[src/rtl/dof_pkg.sv]
// ----------------------------------------------------------------------------
// DHCP option finder package
// Shared types and constants for the option finder: walk phases, result
// status codes, the walk state and the result record.
// ----------------------------------------------------------------------------
package dof_pkg;

	localparam int unsigned ByteW = 8;
	localparam logic [ByteW-1:0] CodePad = 8'd0;
	localparam logic [ByteW-1:0] CodeEnd = 8'd255;
	localparam logic [ByteW-1:0] WantedReset = 8'd53;

	typedef enum logic [1:0] {
		PH_CODE  = 2'd0,
		PH_LEN   = 2'd1,
		PH_VALUE = 2'd2,
		PH_WAIT  = 2'd3
	} phase_t;

	typedef enum logic [1:0] {
		ST_DATA     = 2'd0,
		ST_EMPTY    = 2'd1,
		ST_NOTFOUND = 2'd2,
		ST_TRUNC    = 2'd3
	} status_t;

	typedef struct packed {
		phase_t           phase;
		logic [ByteW-1:0] bytes_left;
		logic             in_match;
		logic [ByteW-1:0] held_length;
	} walk_state_t;

	typedef struct packed {
		logic [ByteW-1:0] value_byte;
		logic [ByteW-1:0] record_length;
		status_t          status;
		logic             run_last;
	} result_t;

endpackage

[src/rtl/dof_if.sv]
// ----------------------------------------------------------------------------
// DHCP option finder channels
// Valid/ready channels for option bytes in and search results out.
// ----------------------------------------------------------------------------
interface dof_in_if;
	logic                       valid;
	logic                       ready;
	logic [dof_pkg::ByteW-1:0]  option_byte;
	logic                       area_last;

	modport source (output valid, output option_byte, output area_last, input ready);
	modport sink (input valid, input option_byte, input area_last, output ready);
endinterface

interface dof_out_if;
	logic                       valid;
	logic                       ready;
	logic [dof_pkg::ByteW-1:0]  value_byte;
	logic [dof_pkg::ByteW-1:0]  record_length;
	logic [1:0]                 status;
	logic                       run_last;

	modport source (output valid, output value_byte, output record_length,
		output status, output run_last, input ready);
	modport sink (input valid, input value_byte, input record_length,
		input status, input run_last, output ready);
endinterface

[src/rtl/dof_step.sv]
// ----------------------------------------------------------------------------
// DHCP option finder step logic
// Given the walk state and one option byte, computes the next walk state and
// the result, if any, that the byte causes.
// ----------------------------------------------------------------------------
module dof_step (
	input  dof_pkg::walk_state_t         state,
	input  logic [dof_pkg::ByteW-1:0]    option_byte,
	input  logic                         area_last,
	input  logic [dof_pkg::ByteW-1:0]    wanted_code,
	output dof_pkg::walk_state_t         next_state,
	output logic                         res_valid,
	output dof_pkg::result_t             res
);

	dof_pkg::walk_state_t rearmed;
	logic [dof_pkg::ByteW-1:0] dec_left;
	logic                      match;

	always_comb begin
		rearmed = '0;
		rearmed.phase = dof_pkg::PH_CODE;
		dec_left = state.bytes_left - 8'd1;
		match = (option_byte == wanted_code);
	end

	always_comb begin
		next_state = state;
		res_valid = 1'b0;
		res = '0;
		res.status = dof_pkg::ST_DATA;

		unique case (state.phase)
			dof_pkg::PH_CODE: begin
				if (option_byte == dof_pkg::CodePad) begin
					if (area_last) begin
						next_state = rearmed;
						res_valid = 1'b1;
						res.status = dof_pkg::ST_NOTFOUND;
						res.run_last = 1'b1;
					end
				end else if (option_byte == dof_pkg::CodeEnd) begin
					if (area_last) begin
						next_state = rearmed;
					end else begin
						next_state.phase = dof_pkg::PH_WAIT;
					end
					res_valid = 1'b1;
					res.status = dof_pkg::ST_NOTFOUND;
					res.run_last = 1'b1;
				end else if (area_last) begin
					// Area ends right after a code byte: a matching code is cut short.
					next_state = rearmed;
					res_valid = 1'b1;
					res.status = match ? dof_pkg::ST_TRUNC : dof_pkg::ST_NOTFOUND;
					res.run_last = 1'b1;
				end else begin
					next_state.in_match = match;
					next_state.phase = dof_pkg::PH_LEN;
				end
			end
			dof_pkg::PH_LEN: begin
				if (state.in_match) begin
					next_state.held_length = option_byte;
					if (option_byte == '0) begin
						if (area_last) begin
							next_state = rearmed;
						end else begin
							next_state.phase = dof_pkg::PH_WAIT;
						end
						res_valid = 1'b1;
						res.status = dof_pkg::ST_EMPTY;
						res.run_last = 1'b1;
					end else if (area_last) begin
						next_state = rearmed;
						res_valid = 1'b1;
						res.record_length = option_byte;
						res.status = dof_pkg::ST_TRUNC;
						res.run_last = 1'b1;
					end else begin
						next_state.bytes_left = option_byte;
						next_state.phase = dof_pkg::PH_VALUE;
					end
				end else if (area_last) begin
					next_state = rearmed;
					res_valid = 1'b1;
					res.status = dof_pkg::ST_NOTFOUND;
					res.run_last = 1'b1;
				end else if (option_byte == '0) begin
					next_state.phase = dof_pkg::PH_CODE;
				end else begin
					next_state.bytes_left = option_byte;
					next_state.phase = dof_pkg::PH_VALUE;
				end
			end
			dof_pkg::PH_VALUE: begin
				next_state.bytes_left = dec_left;
				if (state.in_match) begin
					if (dec_left == '0) begin
						if (area_last) begin
							next_state = rearmed;
						end else begin
							next_state.phase = dof_pkg::PH_WAIT;
						end
						res_valid = 1'b1;
						res.value_byte = option_byte;
						res.record_length = state.held_length;
						res.status = dof_pkg::ST_DATA;
						res.run_last = 1'b1;
					end else if (area_last) begin
						// The value byte on this transaction is dropped.
						next_state = rearmed;
						res_valid = 1'b1;
						res.record_length = state.held_length;
						res.status = dof_pkg::ST_TRUNC;
						res.run_last = 1'b1;
					end else begin
						res_valid = 1'b1;
						res.value_byte = option_byte;
						res.record_length = state.held_length;
						res.status = dof_pkg::ST_DATA;
					end
				end else if (area_last) begin
					next_state = rearmed;
					res_valid = 1'b1;
					res.status = dof_pkg::ST_NOTFOUND;
					res.run_last = 1'b1;
				end else if (dec_left == '0) begin
					next_state.phase = dof_pkg::PH_CODE;
				end
			end
			dof_pkg::PH_WAIT: begin
				if (area_last) begin
					next_state = rearmed;
				end
			end
		endcase
	end

endmodule

[src/rtl/dof_out_reg.sv]
// ----------------------------------------------------------------------------
// DHCP option finder result register
// Holds one result until the downstream side takes it; a new result may be
// loaded in the same cycle the held one leaves.
// ----------------------------------------------------------------------------
module dof_out_reg (
	input  logic              clk,
	input  logic              arst_n,
	input  logic              load,
	input  dof_pkg::result_t  res,
	output logic              free,
	dof_out_if.source         out_ch
);

	logic             valid_q;
	dof_pkg::result_t res_q;

	assign free = !valid_q || out_ch.ready;

	always_ff @(posedge clk or negedge arst_n) begin
		if (!arst_n) begin
			valid_q <= 1'b0;
		end else if (free) begin
			valid_q <= load;
		end
	end

	always_ff @(posedge clk) begin
		if (load && free) begin
			res_q <= res;
		end
	end

	assign out_ch.valid = valid_q;
	assign out_ch.value_byte = res_q.value_byte;
	assign out_ch.record_length = res_q.record_length;
	assign out_ch.status = res_q.status;
	assign out_ch.run_last = res_q.run_last;

endmodule

[src/rtl/dhcp_option_finder.sv]
// ----------------------------------------------------------------------------
// DHCP option finder
// Walks the code-length-value records of a DHCP options area, one byte per
// transaction, and reports the value bytes of the first record whose code
// matches the configured option code, or a found-empty, not-found or
// truncated status.
//
//   Channel  | Dir | Payload                                     | Handshake
//   ---------+-----+---------------------------------------------+----------
//   in_ch    | in  | option_byte[7:0], area_last                 | valid/ready
//   out_ch   | out | value_byte[7:0], record_length[7:0],        | valid/ready
//            |     | status[1:0], run_last                       |
//   cfg      | in  | cfg_wdata[7:0] (wanted code)                | cfg_we
//
// One byte per cycle while out_ch takes results; a result is presented on out_ch
// after its byte passes the input register, then the result register.
// Reset clears the walk state and loads the wanted code with 53.
// When the result register is full and not taken, a byte that causes a result
// waits in the input register, and in_ch.ready drops until it can move.
// ----------------------------------------------------------------------------
module dhcp_option_finder (
	input  logic                       clk,
	input  logic                       arst_n,
	input  logic                       cfg_we,
	input  logic [dof_pkg::ByteW-1:0]  cfg_wdata,
	dof_in_if.sink                     in_ch,
	dof_out_if.source                  out_ch
);

	logic [dof_pkg::ByteW-1:0] wanted_q;
	logic                      valid_s1;
	logic [dof_pkg::ByteW-1:0] byte_s1;
	logic                      last_s1;
	dof_pkg::walk_state_t      state_q;
	dof_pkg::walk_state_t      next_state;
	logic                      res_valid;
	dof_pkg::result_t          res;
	logic                      out_free;
	logic                      advance;

	always_ff @(posedge clk or negedge arst_n) begin
		if (!arst_n) begin
			wanted_q <= dof_pkg::WantedReset;
		end else if (cfg_we) begin
			wanted_q <= cfg_wdata;
		end
	end

	// The byte in the input register moves on unless its result has nowhere to go.
	assign advance = valid_s1 && (!res_valid || out_free);
	assign in_ch.ready = !valid_s1 || advance;

	always_ff @(posedge clk or negedge arst_n) begin
		if (!arst_n) begin
			valid_s1 <= 1'b0;
		end else if (in_ch.ready) begin
			valid_s1 <= in_ch.valid;
		end
	end

	always_ff @(posedge clk) begin
		if (in_ch.ready && in_ch.valid) begin
			byte_s1 <= in_ch.option_byte;
			last_s1 <= in_ch.area_last;
		end
	end

	always_ff @(posedge clk or negedge arst_n) begin
		if (!arst_n) begin
			state_q <= '0;
		end else if (advance) begin
			state_q <= next_state;
		end
	end

	dof_step u_step (
		.state       (state_q),
		.option_byte (byte_s1),
		.area_last   (last_s1),
		.wanted_code (wanted_q),
		.next_state  (next_state),
		.res_valid   (res_valid),
		.res         (res)
	);

	dof_out_reg u_out (
		.clk    (clk),
		.arst_n (arst_n),
		.load   (advance && res_valid),
		.res    (res),
		.free   (out_free),
		.out_ch (out_ch)
	);

endmodule
[src/flat_wrapper.sv]
// flat-port wrapper written by rule: the top's interface ports become plain ports
module dhcp_option_finder_flat 
  (clk, arst_n, cfg_we, cfg_wdata, in_ch_valid, in_ch_option_byte, in_ch_area_last, in_ch_ready, out_ch_valid, out_ch_value_byte, out_ch_record_length, out_ch_status, out_ch_run_last, out_ch_ready);
  dof_in_if in_ch_i ();
  dof_out_if out_ch_i ();
  input  logic clk;
  input  logic arst_n;
  input  logic cfg_we;
  input  logic [dof_pkg::ByteW-1:0] cfg_wdata;
  input wire logic [$bits(in_ch_i.valid)-1:0] in_ch_valid;
  input wire logic [$bits(in_ch_i.option_byte)-1:0] in_ch_option_byte;
  input wire logic [$bits(in_ch_i.area_last)-1:0] in_ch_area_last;
  output wire logic [$bits(in_ch_i.ready)-1:0] in_ch_ready;
  output wire logic [$bits(out_ch_i.valid)-1:0] out_ch_valid;
  output wire logic [$bits(out_ch_i.value_byte)-1:0] out_ch_value_byte;
  output wire logic [$bits(out_ch_i.record_length)-1:0] out_ch_record_length;
  output wire logic [$bits(out_ch_i.status)-1:0] out_ch_status;
  output wire logic [$bits(out_ch_i.run_last)-1:0] out_ch_run_last;
  input wire logic [$bits(out_ch_i.ready)-1:0] out_ch_ready;
  assign in_ch_i.valid = in_ch_valid;
  assign in_ch_i.option_byte = in_ch_option_byte;
  assign in_ch_i.area_last = in_ch_area_last;
  assign in_ch_ready = in_ch_i.ready;
  assign out_ch_valid = out_ch_i.valid;
  assign out_ch_value_byte = out_ch_i.value_byte;
  assign out_ch_record_length = out_ch_i.record_length;
  assign out_ch_status = out_ch_i.status;
  assign out_ch_run_last = out_ch_i.run_last;
  assign out_ch_i.ready = out_ch_ready;
  dhcp_option_finder u_core (.clk(clk), .arst_n(arst_n), .cfg_we(cfg_we), .cfg_wdata(cfg_wdata), .in_ch(in_ch_i), .out_ch(out_ch_i));
endmodule
[config.mk]
export PLATFORM = sky130hd
export DESIGN_NAME = dhcp_option_finder_flat
export DESIGN_NICKNAME = d
export VERILOG_FILES = /design/src/rtl/dof_pkg.sv /design/src/rtl/dof_if.sv /design/src/rtl/dof_step.sv /design/src/rtl/dof_out_reg.sv /design/src/rtl/dhcp_option_finder.sv /design/src/flat_wrapper.sv
export SDC_FILE = /design/constraint.sdc
export NUM_CORES = 1
export LEC_CHECK = 0
export ABC_AREA = 1
export BUFFER_PORTS_ARGS = -buffer_cell sky130_fd_sc_hd__buf_2
export CORE_MARGIN = 2
export CORE_UTILIZATION = 40
export CTS_CLUSTER_SIZE = 14
export DETAILED_ROUTE_END_ITERATION = 6
export GPL_TIMING_DRIVEN = 1
export SETUP_SLACK_MARGIN = 0.1
export SYNTH_ARGS = -nofsm -noshare
export SYNTH_HDL_FRONTEND = slang
export SYNTH_SLANG_ARGS = --single-unit
[constraint.sdc]
create_clock -name clk -period 5.6 [get_ports clk]
set_clock_uncertainty 0.2 [all_clocks]
set_input_delay 0.84 -clock clk [delete_from_list [all_inputs] [get_ports clk]]
set_output_delay 0.84 -clock clk [all_outputs]
set_load 0.01 [all_outputs]
; ---- Word level (Yosys, flattened, before mapping)
; Cells that the tools add are included.
; W data, S select, Z words.
[word_totals]
regBits = 57
inputBits = 22
output_inout_bits = 21
elab_cells = 92
[classes]
addsub = 1
eq_ne = 11
muxes = 49
reduce_logical = 18
[ops]
columns = op, n
row1 = $mux W19, 9
row2 = $pmux W19 S4, 1
row3 = $mux W17, 4
row4 = $mux W8, 7
row5 = $mux W3, 7
row6 = $mux W10, 2
row7 = $logic_not A8 Y1, 2
row8 = $pmux W8 S2, 1
row9 = $mux W11, 1
row10 = $mux W2, 5
row11 = $mux W1, 9
row12 = $mux W9, 1
row13 = $ne A3 B2 Y1 const B, 3
row14 = $pmux W3 S3, 1
row15 = $eq A8 B8 Y1, 1
row16 = $eq A8 B8 Y1 const B, 1
row17 = $sub A8 B1 Y8 const B, 1
row18 = $reduce_and A2 Y1, 3
row19 = $eq A2 B2 Y1 const B, 2
row20 = $logic_and A1 B1 Y1, 4
row21 = $ne A4 B3 Y1 const B, 1
row22 = $reduce_and A4 Y1, 1
row23 = $logic_not A1 Y1, 3
row24 = $logic_or A1 B1 Y1, 3
row25 = 6 further kinds, 6

; ---- Depth between registers and ports, before layout
[depth]
word_depth = 9
depth_mapped = 14
depth_no_buf = 14

; ---- Cells and area by module
; Synthesis repeated with hierarchy kept, for this count alone.
[unflattened]
cells_unflattened = 408
hier_area_um2 = 3348.2
[by_module_without_submodules]
columns = module, n_inst, cells_per_inst, area_each_um2, seq_area_each_um2
row1 = dhcp_option_finder, 1, 133, 1418.9, 975.9
row2 = dof_step, 1, 250, 1313.8, 0.0
row3 = dof_out_reg, 1, 25, 615.6, 595.6

; ---- Least setup slack after synthesis
; OpenSTA, ideal clock, no wires.
[synth_path]
kind = register to output
start = register u_core.state_q[18] (netlist name)
end = output port in_ch_ready
arrival_time_ns = 1.393
setup_slack_ns = 3.167
stages_incl_launch_ff = 11
n_path_buf = 1
cell_sequence = dfrtp_1 inv_1 ha_1 buf_2 inv_1 nor2_1 nand2_1 nand3_2 nand2_1 inv_2 nand3_1
[synth_via]
elab_chain_len = 6
[synth_rtl]
columns = element, line_no
row1 = "start, declared", dhcp_option_finder.sv:34  ; dof_pkg::walk_state_t state_q;
row2 = "start signal, assigned", dhcp_option_finder.sv:72  ; state_q <= next_state;
row3 = $eq A2 B2 Y1 (tied with other cells), dof_step.sv:33  ; unique case (state.phase)
row4 = $pmux W1 S3 (*), dof_step.sv:33
row5 = $logic_not A1 Y1 (*), dhcp_option_finder.sv:50  ; assign advance = valid_s1 && (!res_valid || out_free);
row6 = $logic_or A1 B1 Y1 (*), dhcp_option_finder.sv:50
row7 = $logic_and A1 B1 Y1 (*), dhcp_option_finder.sv:50
row8 = $logic_or A1 B1 Y1 (*), dhcp_option_finder.sv:51  ; assign in_ch.ready = !valid_s1 || advance;
row9 = "end, declared", flat_wrapper.sv:13  ; output wire logic [$bits(in_ch_i.ready)-1:0] in_ch_ready;
; Every way passes the cells marked *; elsewhere a longest branch is shown, timed or not.

; ---- Final worst setup path
[layout_path]
start = register u_core.last_s1
end = output port in_ch_ready
[layout_via]
elab_chain_len = 8
[layout_rtl]
columns = element, line_no
row1 = "start, declared", dhcp_option_finder.sv:33  ; logic last_s1;
row2 = "start signal, assigned", dhcp_option_finder.sv:64  ; last_s1 <= in_ch.area_last;
row3 = $mux W1 (*), --
row4 = $mux W1 (on tied branches), "dof_step.sv:65, dof_step.sv:42"
row5 = $mux W1 (on tied branches), "dof_step.sv:63, dof_step.sv:35"
row6 = $pmux W1 S3 (*), dof_step.sv:33
row7 = $logic_not A1 Y1 (*), dhcp_option_finder.sv:50
row8 = $logic_or A1 B1 Y1 (*), dhcp_option_finder.sv:50
row9 = $logic_and A1 B1 Y1 (*), dhcp_option_finder.sv:50
row10 = $logic_or A1 B1 Y1 (*), dhcp_option_finder.sv:51
; Marked as above.

==> impl_metrics.csv <==
group,metric,value,unit
run,drv_cap,0,
detailed_routing,vias,3134,
min_path,hold_path_class,"flop to flop",
logic_synthesis,netlist_instances,442,
logic_synthesis,synth.most_common_cell,"nand2_1",
power_and_ir_drop,leakagePower,0.001782,uW
clock_tree,cts_resized,0,
logic_synthesis,syn_area,3402,um2
clock_tree,clock_sinks,57,
worst_setup_path,arrival,2.36,ns
clock_tree,cts_tree,"built",
die,die_area,9258,um2
sta,max_slew_margin,48.08,%
worst_setup_path,cp_slowest_cell,"edfxtp_1",
die,dieHeight,96.22,um
clock_tree,cts-root-buf,"clkbuf_8",
logic_synthesis,ys_seq_elements,57,
final_layout,fillers,825,
logic_synthesis,synth_nets,471,
sta,worst_pin_slew,0.7788,ns
sta,rsz0062_at_grt,"no",
sta,setup_tns,0,ns
logic_synthesis,synth_area_leaders,"edfxtp_1, dfrtp_1, nand2_1",
power_and_ir_drop,peakVddDrop,181.8,uV
clock_tree,post_cts_buffers,0,
global_routing,antenna_found_initial,0,
detailed_routing,drtPass1Iterations,4,
global_routing,grt_util_all_layers,21.07,%
logic_synthesis,synth_common_cells,"nand2_1, nor2_1, inv_1",
sta,hold_slack,0.2951,ns
logic_synthesis,synth_top_cell_area_share,24.71,%
clock_tree,holdBufCountCts,0,
worst_setup_path,worst-path-max-fanout,21,
die,core,8217,um2
worst_setup_path,worstSetupPathType,"flop to output port",
global_routing,grt-ovfl-total,0,
final_layout,nets,510,
sta,slew_viol_final,0,
place,dp_hpwl,6.624,mm
logic_synthesis,synthFlopType,"edfxtp_1",
detailed_routing,postRouteAntennaNets,0,
worst_setup_path,start_kind,"flop",
clock_tree,path_clk_slew,0.07,ns
worst_setup_path,cpPeakStageDelay,0.86,ns
logic_synthesis,synth_sequential_area_ratio,46.19,%
detailed_routing,wirelength,8.964,mm
sta,timing.final.crit_share,60.80,%
logic_synthesis,yosysUniqueCellTypes,38,
clock_tree,cts_buffers,9,
sta,hold_viol,0,
die,rows,33,
detailed_routing,drt-initial-drc-count,234,
outcome,status,"finished, final reports clean",
detailed_routing,vias_per_cell,5.303,
worst_setup_path,cp_cell_sequence,"inv_2 -> nand2_1 -> nand2_1 -> nand3_2 -> nand2_1 -> inv_2 -> nand3_1 -> buf_2",
power_and_ir_drop,power_density,455.3,nW/um2
worst_setup_path,path_buf_inv,3,
sta,finalCriticalPeriod,3.405,ns
clock_tree,cts_buffer_depth,2,
logic_synthesis,synth_area_per_cell,7.697,um2
logic_synthesis,postSynth.asyncResetShare,50.88,%
detailed_routing,drcViolationCount,0,
logic_synthesis,synth_enable_flop_cells,28,
place,place.gp.congestion,0.9596,
die,ioPinCount,43,
die,start_util,41.40,%
sta,finalSetupViolations,0,
logic_synthesis,ys_warn_count,0,
final_layout,areaGrowthSynthToFinish,14.23,%
sta,fmax,293.7,MHz
global_routing,grt_pass1_vias,2950,
clock_tree,insertion_delay,0.34,ns
worst_setup_path,required,4.56,ns
die,die_w,96.22,um
place,io_buffers,42,
global_routing,grt_pass1_wl,14.81,mm
worst_setup_path,cp-end-kind,"output port",
detailed_routing,wl_per_cell,15.17,um
global_routing,grt_max_degree,30,
worst_setup_path,cp_common_cell,"nand2_1",
clock_tree,h-tree-depth,3,
final_layout,layout-drive-gt1-share,18.72,%
logic_synthesis,synth_top_area_cell,"edfxtp_1",
final_layout,antenna_cells,0,
worst_setup_path,critical-path-top-delay-family,"flip-flops",
[routing by layer]
metal,wire length (um),global-route usage [%],vias to the layer above,share of wire (%)
li1,-,-,1528,-
met1,4349,29.54,1492,49
met2,4026,32.52,104,45
met3,460,3.759,10,5.1
met4,126,7.738,0,1.4
met5,0,0,-,0
[metrics by stage]
stage,cell area [um2],std cells,power (uW),utilization (%),worst slack [ns]
after floorplan,3402,442,1136,-,3.167
after global placement,3666,575,1332,44.62,2.687
after detailed placement,3666,575,1338,44.62,2.603
after CTS,3886,591,1767,47.30,2.244
after global routing,3886,591,1900,47.30,2.050
final,3886,591,1769,47.30,2.195
[worst min-delay path, delay by kind of cell, from the launching register on]
| kind | cells | cell delay [ns] |
|---|---|---|
| buffers and inverters | 1 | 0.05 |
| DFF | 1 | 0.37 |
| AOI/OAI and AO/OA | 1 | 0.07 |
[final cells by class]
type	instances	area, um2	share of cell area, %
multi-input cells	323	1573	40.47
flip-flops and latches	57	1572	40.44
repair buffers	42	210.2	5.409
inverters	48	180.2	4.636
clock buffers	11	141.4	3.638
well taps	105	131.4	3.381
clock inverters	5	78.83	2.028
[cells by family (layout without fill, tap and decap cells)]
kind of cell	after synthesis	in the layout	synth area share (%)
buffers and inverters	62	106	7.576
AOI/OAI and AO/OA	65	65	11.33
and+or+nand+nor	247	247	31.15
xor gates and xnor gates	2	2	0.5150
adders and majority gates	7	7	2.574
DFF	57	57	46.19
muxes	2	2	0.6620
[power breakdown]
group          internal (uW)  switching [uW]  total [uW]
combinational            220             492         712
clock                    262             168         430
sequential               541            86.0         627
total                   1020             746        1770
[layout by cell type (no fill, tap or decap), drive strengths merged]
cell	instances
nand2	155
nor2	48
inv	46
buf	42
nand3	29
edfxtp	28
a21oi	25
dfrtp	25
o21ai	18
clkbuf	11
nand4	7
ha	7
nor3	6
a31oi	6
a22oi	5
clkinv	5
a32oi	4
dfstp	4
o22ai	3
xor2	2
mux2	2
a311oi	2
bufinv	2
o31ai	2
or2	1
nand3b	1
[final timing paths]
kind	start	to	slack, ns	depth (start not counted)
worst min register to register	u_core.wanted_q[0]$_DFFE_PN1P_	u_core.wanted_q[0]$_DFFE_PN1P_	0.30	2
max in group asynchronous	arst_n	u_core.wanted_q[3]$_DFFE_PN0P_	4.41	1
worst max-delay path	u_core.last_s1$_DFFE_PP_	in_ch_ready	2.20	8
worst max register to register	u_core.last_s1$_DFFE_PP_	u_core.u_out.out_ch.record_length[3]$_DFFE_PP_	2.72	9
worst min-delay path	u_core.wanted_q[0]$_DFFE_PN1P_	u_core.wanted_q[0]$_DFFE_PN1P_	0.30	2
min in group asynchronous	arst_n	u_core.state_q[13]$_DFFE_PN0P_	0.35	1
[sequential cells by signal, summed over array words and instances (netlist names)]
| signal | flops |
|---|---|
| u_core.u_out.out_ch.valid | 1 |
| u_core.wanted_q | 8 |
| u_core.valid_s1 | 1 |
| u_core.u_out.out_ch.status | 2 |
| u_core.u_out.out_ch.record_length | 8 |
| u_core.last_s1 | 1 |
| u_core.u_out.out_ch.run_last | 1 |
| u_core.u_out.out_ch.value_byte | 8 |
| u_core.state_q | 19 |
| u_core.byte_s1 | 8 |
Note: power is estimated with default switching activity, not from simulation.
